`config.mk`:
```
export PLATFORM = sky130hd
export DESIGN_NAME = function_start_table_lookup
export DESIGN_NICKNAME = d
export VERILOG_FILES = /design/src/design/fsl_pkg.sv /design/src/design/function_start_table_lookup.sv
export SDC_FILE = /design/constraint.sdc
export NUM_CORES = 2
export LEC_CHECK = 0
export BUFFER_PORTS_ARGS = -buffer_cell sky130_fd_sc_hd__buf_2
export CORE_MARGIN = 4
export CORE_UTILIZATION = 48
export CTS_CLUSTER_DIAMETER = 100
export DETAILED_ROUTE_END_ITERATION = 10
export HOLD_SLACK_MARGIN = 0.15
export PLACE_DENSITY_LB_ADDON = 0.3
export REMOVE_ABC_BUFFERS = 1
export SLEW_MARGIN = 10
export SYNTH_ARGS = -nofsm -noshare
export SYNTH_HDL_FRONTEND = slang
export SYNTH_SLANG_ARGS = --single-unit
```
`constraint.sdc`:
```
create_clock -name clk -period 17.7 [get_ports clk]
set_input_delay 1.77 -clock clk [delete_from_list [all_inputs] [get_ports clk]]
set_output_delay 1.77 -clock clk [all_outputs]
set_load 0.05 [all_outputs]
```
`src/design/fsl_pkg.sv`:
```
// shared types and constants for the function-start table lookup
// no dependencies
package fsl_pkg;

    localparam int ADDR_W  = 64;
    localparam int SHIFT_W = 7;
    localparam int GROUP_W = 7;

    // result status codes
    typedef enum logic [1:0] {
        OUT_FOUND     = 2'd0,
        OUT_NOT_FOUND = 2'd1,
        OUT_OVERFLOW  = 2'd2
    } outcome_t;

    // configuration register indexes
    typedef enum logic [1:0] {
        CFG_MODULE_BASE = 2'd0,
        CFG_TARGET_ADDR = 2'd1,
        CFG_TEXT_END    = 2'd2
    } cfg_index_t;

endpackage

```
`src/design/function_start_table_lookup.sv`:
```
// function-start table lookup: ULEB128 delta decode and range search
// depends on fsl_pkg
// throughput: one table byte per cycle unless stalled, in a single decode pass
// a result request passes the input register, then the result register;
// it holds on the port while stalled
// reset: asynchronous, clears decode, handshake and configuration registers to zero
module function_start_table_lookup (
    input  logic                 clk,
    input  logic                 rst_n,
    // table byte channel
    input  logic                 table_valid,
    output logic                 table_stall,
    input  logic [7:0]           table_byte,
    input  logic                 final_byte,
    // result channel
    output logic                 result_valid,
    input  logic                 result_stall,
    output fsl_pkg::outcome_t    outcome,
    output logic [63:0]          range_start,
    output logic [63:0]          range_limit,
    // configuration write channel
    input  logic                 cfg_valid,
    output logic                 cfg_ready,
    input  fsl_pkg::cfg_index_t  cfg_index,
    input  logic [63:0]          cfg_data
);
    import fsl_pkg::*;

    // configuration registers
    logic [ADDR_W-1:0]  base_reg;
    logic [ADDR_W-1:0]  target_reg;
    logic [ADDR_W-1:0]  text_end_reg;

    // input register
    logic               in_valid_reg;
    logic [7:0]         in_byte_reg;
    logic               in_final_reg;

    // decode state
    logic [ADDR_W-1:0]  partial_reg;
    logic [SHIFT_W-1:0] shift_reg;
    logic [ADDR_W-1:0]  offset_reg;
    logic [ADDR_W-1:0]  prior_reg;
    logic               have_prior_reg;
    logic               decided_reg;

    // result register
    logic               out_valid_reg;
    outcome_t           out_code_reg;
    logic [ADDR_W-1:0]  out_start_reg;
    logic [ADDR_W-1:0]  out_end_reg;

    // combinational step
    logic [GROUP_W-1:0] group;
    logic               more;
    logic               too_long;
    logic [ADDR_W-1:0]  shifted;
    logic [ADDR_W-1:0]  partial_new;
    logic               delta_zero;
    logic [ADDR_W:0]    offset_sum;
    logic [ADDR_W+1:0]  start_sum;
    logic               start_ovf;
    logic [ADDR_W-1:0]  start_addr;
    logic               in_prior_range;
    logic               store_start;
    logic [ADDR_W-1:0]  fin_prior;
    logic               fin_have;
    logic               fin_hit;
    logic               emit;
    outcome_t           emit_code;
    logic [ADDR_W-1:0]  emit_lo;
    logic [ADDR_W-1:0]  emit_hi;
    logic               out_free;
    logic               fire;
    logic               in_accept;

    // group extraction and the overlong check
    assign group    = in_byte_reg[GROUP_W-1:0];
    assign more     = in_byte_reg[7];
    assign too_long = (shift_reg >= SHIFT_W'(ADDR_W))
                   || ((shift_reg == SHIFT_W'(ADDR_W - 1)) && (group[GROUP_W-1:1] != '0));

    // shift-or of the new group into the partial value
    assign shifted     = {{(ADDR_W-GROUP_W){1'b0}}, group} << shift_reg[5:0];
    assign partial_new = partial_reg | shifted;
    assign delta_zero  = (partial_new == '0);

    // running offset and start address, summed in parallel
    assign offset_sum = {1'b0, offset_reg} + {1'b0, partial_new};
    assign start_sum  = {2'b00, base_reg} + {2'b00, offset_reg} + {2'b00, partial_new};
    assign start_ovf  = (start_sum[ADDR_W+1:ADDR_W] != 2'b00);
    assign start_addr = start_sum[ADDR_W-1:0];

    // range compares
    assign in_prior_range = have_prior_reg && (target_reg >= prior_reg)
                         && (target_reg < start_addr);
    assign store_start    = !decided_reg && !too_long && !more && !delta_zero
                         && !offset_sum[ADDR_W] && !start_ovf && !in_prior_range;
    assign fin_prior      = store_start ? start_addr : prior_reg;
    assign fin_have       = store_start || have_prior_reg;
    assign fin_hit        = fin_have && (target_reg >= fin_prior) && (target_reg < text_end_reg);

    // result decision for the byte in the input register
    always_comb
    begin
        emit      = 1'b0;
        emit_code = OUT_NOT_FOUND;
        emit_lo   = '0;
        emit_hi   = '0;
        if (!decided_reg)
        begin
            if (too_long)
            begin
                emit = 1'b1;
            end
            else if (more)
            begin
                emit = in_final_reg;
            end
            else if (delta_zero || offset_sum[ADDR_W] || start_ovf || in_prior_range)
            begin
                emit = 1'b1;
                if (delta_zero)
                begin
                    if (fin_hit)
                    begin
                        emit_code = OUT_FOUND;
                        emit_lo   = fin_prior;
                        emit_hi   = text_end_reg;
                    end
                end
                else if (offset_sum[ADDR_W] || start_ovf)
                begin
                    emit_code = OUT_OVERFLOW;
                end
                else
                begin
                    emit_code = OUT_FOUND;
                    emit_lo   = prior_reg;
                    emit_hi   = start_addr;
                end
            end
            else if (in_final_reg)
            begin
                emit = 1'b1;
                if (fin_hit)
                begin
                    emit_code = OUT_FOUND;
                    emit_lo   = fin_prior;
                    emit_hi   = text_end_reg;
                end
            end
        end
    end

    // handshake
    assign out_free    = !out_valid_reg || !result_stall;
    assign fire        = in_valid_reg && (!emit || out_free);
    assign table_stall = in_valid_reg && !fire;
    assign in_accept   = table_valid && !table_stall;
    assign cfg_ready   = 1'b1;

    // configuration writes, unknown indexes ignored
    always_ff @(posedge clk or negedge rst_n)
    begin
        if (!rst_n)
        begin
            base_reg     <= '0;
            target_reg   <= '0;
            text_end_reg <= '0;
        end
        else if (cfg_valid && cfg_ready)
        begin
            case (cfg_index)
                CFG_MODULE_BASE: base_reg     <= cfg_data;
                CFG_TARGET_ADDR: target_reg   <= cfg_data;
                CFG_TEXT_END:    text_end_reg <= cfg_data;
                default:         ;
            endcase
        end
    end

    // input register control
    always_ff @(posedge clk or negedge rst_n)
    begin
        if (!rst_n)
        begin
            in_valid_reg <= 1'b0;
        end
        else if (in_accept)
        begin
            in_valid_reg <= 1'b1;
        end
        else if (fire)
        begin
            in_valid_reg <= 1'b0;
        end
    end

    // input register payload
    always_ff @(posedge clk)
    begin
        if (in_accept)
        begin
            in_byte_reg  <= table_byte;
            in_final_reg <= final_byte;
        end
    end

    // decode state update
    always_ff @(posedge clk or negedge rst_n)
    begin
        if (!rst_n)
        begin
            partial_reg    <= '0;
            shift_reg      <= '0;
            offset_reg     <= '0;
            prior_reg      <= '0;
            have_prior_reg <= 1'b0;
            decided_reg    <= 1'b0;
        end
        else if (fire)
        begin
            if (in_final_reg)
            begin
                partial_reg    <= '0;
                shift_reg      <= '0;
                offset_reg     <= '0;
                prior_reg      <= '0;
                have_prior_reg <= 1'b0;
                decided_reg    <= 1'b0;
            end
            else if (!decided_reg)
            begin
                if (emit)
                begin
                    decided_reg <= 1'b1;
                end
                else if (more)
                begin
                    partial_reg <= partial_new;
                    shift_reg   <= SHIFT_W'(shift_reg + SHIFT_W'(GROUP_W));
                end
                else
                begin
                    partial_reg    <= '0;
                    shift_reg      <= '0;
                    offset_reg     <= offset_sum[ADDR_W-1:0];
                    prior_reg      <= start_addr;
                    have_prior_reg <= 1'b1;
                end
            end
        end
    end

    // result register control
    always_ff @(posedge clk or negedge rst_n)
    begin
        if (!rst_n)
        begin
            out_valid_reg <= 1'b0;
        end
        else if (out_free)
        begin
            out_valid_reg <= fire && emit;
        end
    end

    // result register payload
    always_ff @(posedge clk)
    begin
        if (out_free && fire && emit)
        begin
            out_code_reg  <= emit_code;
            out_start_reg <= emit_lo;
            out_end_reg   <= emit_hi;
        end
    end

    assign result_valid = out_valid_reg;
    assign outcome      = out_code_reg;
    assign range_start  = out_start_reg;
    assign range_limit  = out_end_reg;

endmodule

```
==> summary.txt <==
Setup path
  – Worst stage delay on the critical path: 0.81 ns
  – CP Launch Point: shift_reg[0]
  – Setup crit end kind: flop
  – CP required: 18.00 ns
  – Critical Path Start Type: flop
  – Crit Path Class: reg -> reg
  – Critical R2R Launch: shift_reg[0]
  – Slowest cell on crit path: a2111oi_0
  – Cell mode on critical path: a21o_1
  – Register-to-register setup slack: 2.98 ns
  – WP data arrival: 15.02 ns
  – Critical Path Fanout Max: 49

Drt
  – Vias: 31800
  – Drt drc: 0
  – Overall routed net length: 118000 microns
  – First-pass DRT Iterations: 6
  – Vias per cell: 6.03
  – DRT iter0 DRCs: 2974
  – Wire length per cell: 22.5 microns
  – Post-route ant nets: 0

Global routing
  – Initial antenna violation count: 3
  – Vias in the first global route: 31000
  – Largest net degree at the start of global routing: 85
  – Global-route wire length before repair: 184000 microns
  – Gr ovfl total: 0
  – Total track usage: 0.274

Clocking
  – CTS Buf Count: 66
  – Clk pin slew, worst setup/hold paths: 0.06 ns
  – Latest clock arrival within the worst-skew pair: 0.61 ns
  – Root Driver: clkbuf_16
  – CTS tree: built
  – Longest Clk Path Bufs: 3
  – Setup bufs post-CTS: 0
  – H-tree depth: 3
  – # resized after CTS: 0
  – Sink Count: 534
  – CTS Hold Bufs: 0

Yosys
  – Cell type with the largest total area after synthesis: dfrtp_1
  – Top-count cell post-synth: inv_1
  – Mux cell area share after synthesis: 0.0664
  – Cells after Synth: 4033
  – Post-synth EDFFs: 139
  – Yosys top cell area share: 0.259
  – Post-Syn Area: 38200 sq um
  – Main area contributors after synthesis: dfrtp_1 26%, ha_1 13%, edfxtp_1 11%, mux2_2 5.3%, inv_1 4.7%
  – Syn_area_per_cell: 9.47 sq um
  – Synth warnings: 0
  – Combinational family with the most area after synthesis: compound AO/OA/AOI/OAI gates
  – Library cells used by synthesis: 94
  – Post-Synth XOR/XNOR Area: 0.0259
  – Adder-cell share of the synthesized area: 0.160
  – Simple-Gate Fraction of Synth Area: 0.111
  – Ys async rst share: 0.740
  – Synthesis-stage register bit count: 534
  – Post-synth top flop: dfrtp_1
  – Synth Area in Compound Gates: 0.199
  – Post-synthesis sequential area ratio: 0.368
  – Commonest cells in the netlist: 483 x inv_1, 395 x dfrtp_1, 383 x ha_1

Power and ir drop
  – Leak: 20.1 nW
  – Pwr Total: 0.00644 W
  – Pwr Density: 152 nW/um^2
  – Peak supply drop: 0.115 mV

Layout
  – FF+latch area: 14100 sq um
  – Syn-to-layout area delta: 11.0%
  – Share of cells above drive strength 1: 0.136
  – Core Util, Final: 0.537
  – Fillers: 7211
  – Nets@finish: 4697
  – Footprint of the multi-input gates: 21600 sq um
  – Final instance area: 42400 sq um

Outcome
  – Outcome: finished, final reports clean

Timing
  – Minimum clock period: 14.72 ns
  – Final Hold Viols: 0
  – Measured slew at the worst slew-check pin: 1.18 ns
  – Part of the cycle the worst path needs: 0.832
  – RSZ-0062 raised after global routing: false
  – Setup TNS: 0 ns
  – Fmax: 67.9 MHz
  – Relative slew slack: 0.214
  – Final setup viols: 0
  – Clock Skew: 0.0360 ns
  – Final Max Tran Viols: 0

Floorplanning
  – IO Pins: 213
  – DIE AREA: 84100 sq um
  – Core ar.: 78900 sq um
  – Die Ht: 290 microns
  – Initial Util: 0.484
  – Die width: 290 microns
  – Cell Rows: 103

Placed design
  – Port Buf Inserts: 211
  – Routability Congestion: 0.959
  – DP HPWL: 88700 microns
  – Placed inst area: 40200 sq um

Min path
  – Hold crit path type: reg -> reg
  – Hold_sp: partial_reg[38]

Job
  – Max Cap Viol: 0
-- where the power goes --
group          leakage, nW  switching (W)  internal, W
clock network         1.09       0.000557     0.000852
logic                 12.6        0.00217      0.00117
registers             6.40       0.000158      0.00154
total                 20.1        0.00288      0.00356
-- final timing paths --
kind	endpoint	cells past startpoint
hold / removal	partial_reg[38]	2
setup reg to reg	range_start[30]	40
hold reg to reg	partial_reg[38]	2
max in group asynchronous	prior_reg[36]	4
setup / recovery	range_start[30]	40
min in group asynchronous	text_end_reg[3]	1
-- cell type report --
type	instances	area share
multi-input combinational	2824	0.509
timing repair buffer	258	0.0335
tap	1050	0.0310
antenna	1	0.0000590
inverter	484	0.0429
sequential	534	0.332
clock inverter	31	0.00868
clock buffer	89	0.0437
-- cell usage in the layout (no fill, tap or decap), types with 22 or more instances in the layout --
cell	n
a211oi_1	34
clkbuf_16	69
nor2_1	186
xnor2_1	62
nor2b_1	27
o31ai_1	26
and3_1	22
o22ai_1	88
ha_1	383
nand3_1	89
dfrtp_1	395
a21o_1	169
buf_4	47
o211ai_1	24
o2bb2ai_1	43
mux2i_1	34
o21a_1	33
inv_1	482
edfxtp_1	139
xor2_1	51
a21oi_1	280
buf_2	210
a31oi_1	36
or3_1	65
nand4_1	80
mux2_2	180
o21ai_0	270
nand2_1	227
nor3_1	39
fa_1	66
-- through the flow --
step	std cells	hold WS, ns	setup slack (ns)
after floorplan	3842	0.463	3.17
after global placement	5150	0.477	3.78
after detailed placement	5150	0.482	3.50
after CTS	5270	0.497	3.43
after global routing	5270	0.504	2.65
final	5271	0.495	2.98
-- metal layers --
metal | track usage | up-vias | share of wire
met3 | 0.0478 | 197 | 0.073
li1 | - | 14800 | -
met2 | 0.431 | 1155 | 0.46
met1 | 0.392 | 15600 | 0.45
met5 | 0 | - | 0.00011
met4 | 0.0765 | 2 | 0.026
-- kinds of logic after synthesis --
family / count (synthesis)
muxes: 226
and+or+nand+nor: 851
AOI/OAI and AO/OA: 1183
other: 1
adders and majority gates: 450
buffers and inverters: 675
DFF: 534
xor gates and xnor gates: 113
-- worst max-delay path, delay by kind of cell (launching register included) --
family | cells | cell delay [ns]
AO/OA/AOI/OAI | 19 | 6.77
XOR/XNOR | 1 | 0.36
adder cells (fa/ha/maj) | 5 | 1.64
buffers and inverters | 4 | 1.33
flip-flops | 1 | 0.79
multiplexers | 2 | 0.75
AND/OR/NAND/NOR | 9 | 2.54
(Power assumes the default switching activity.)
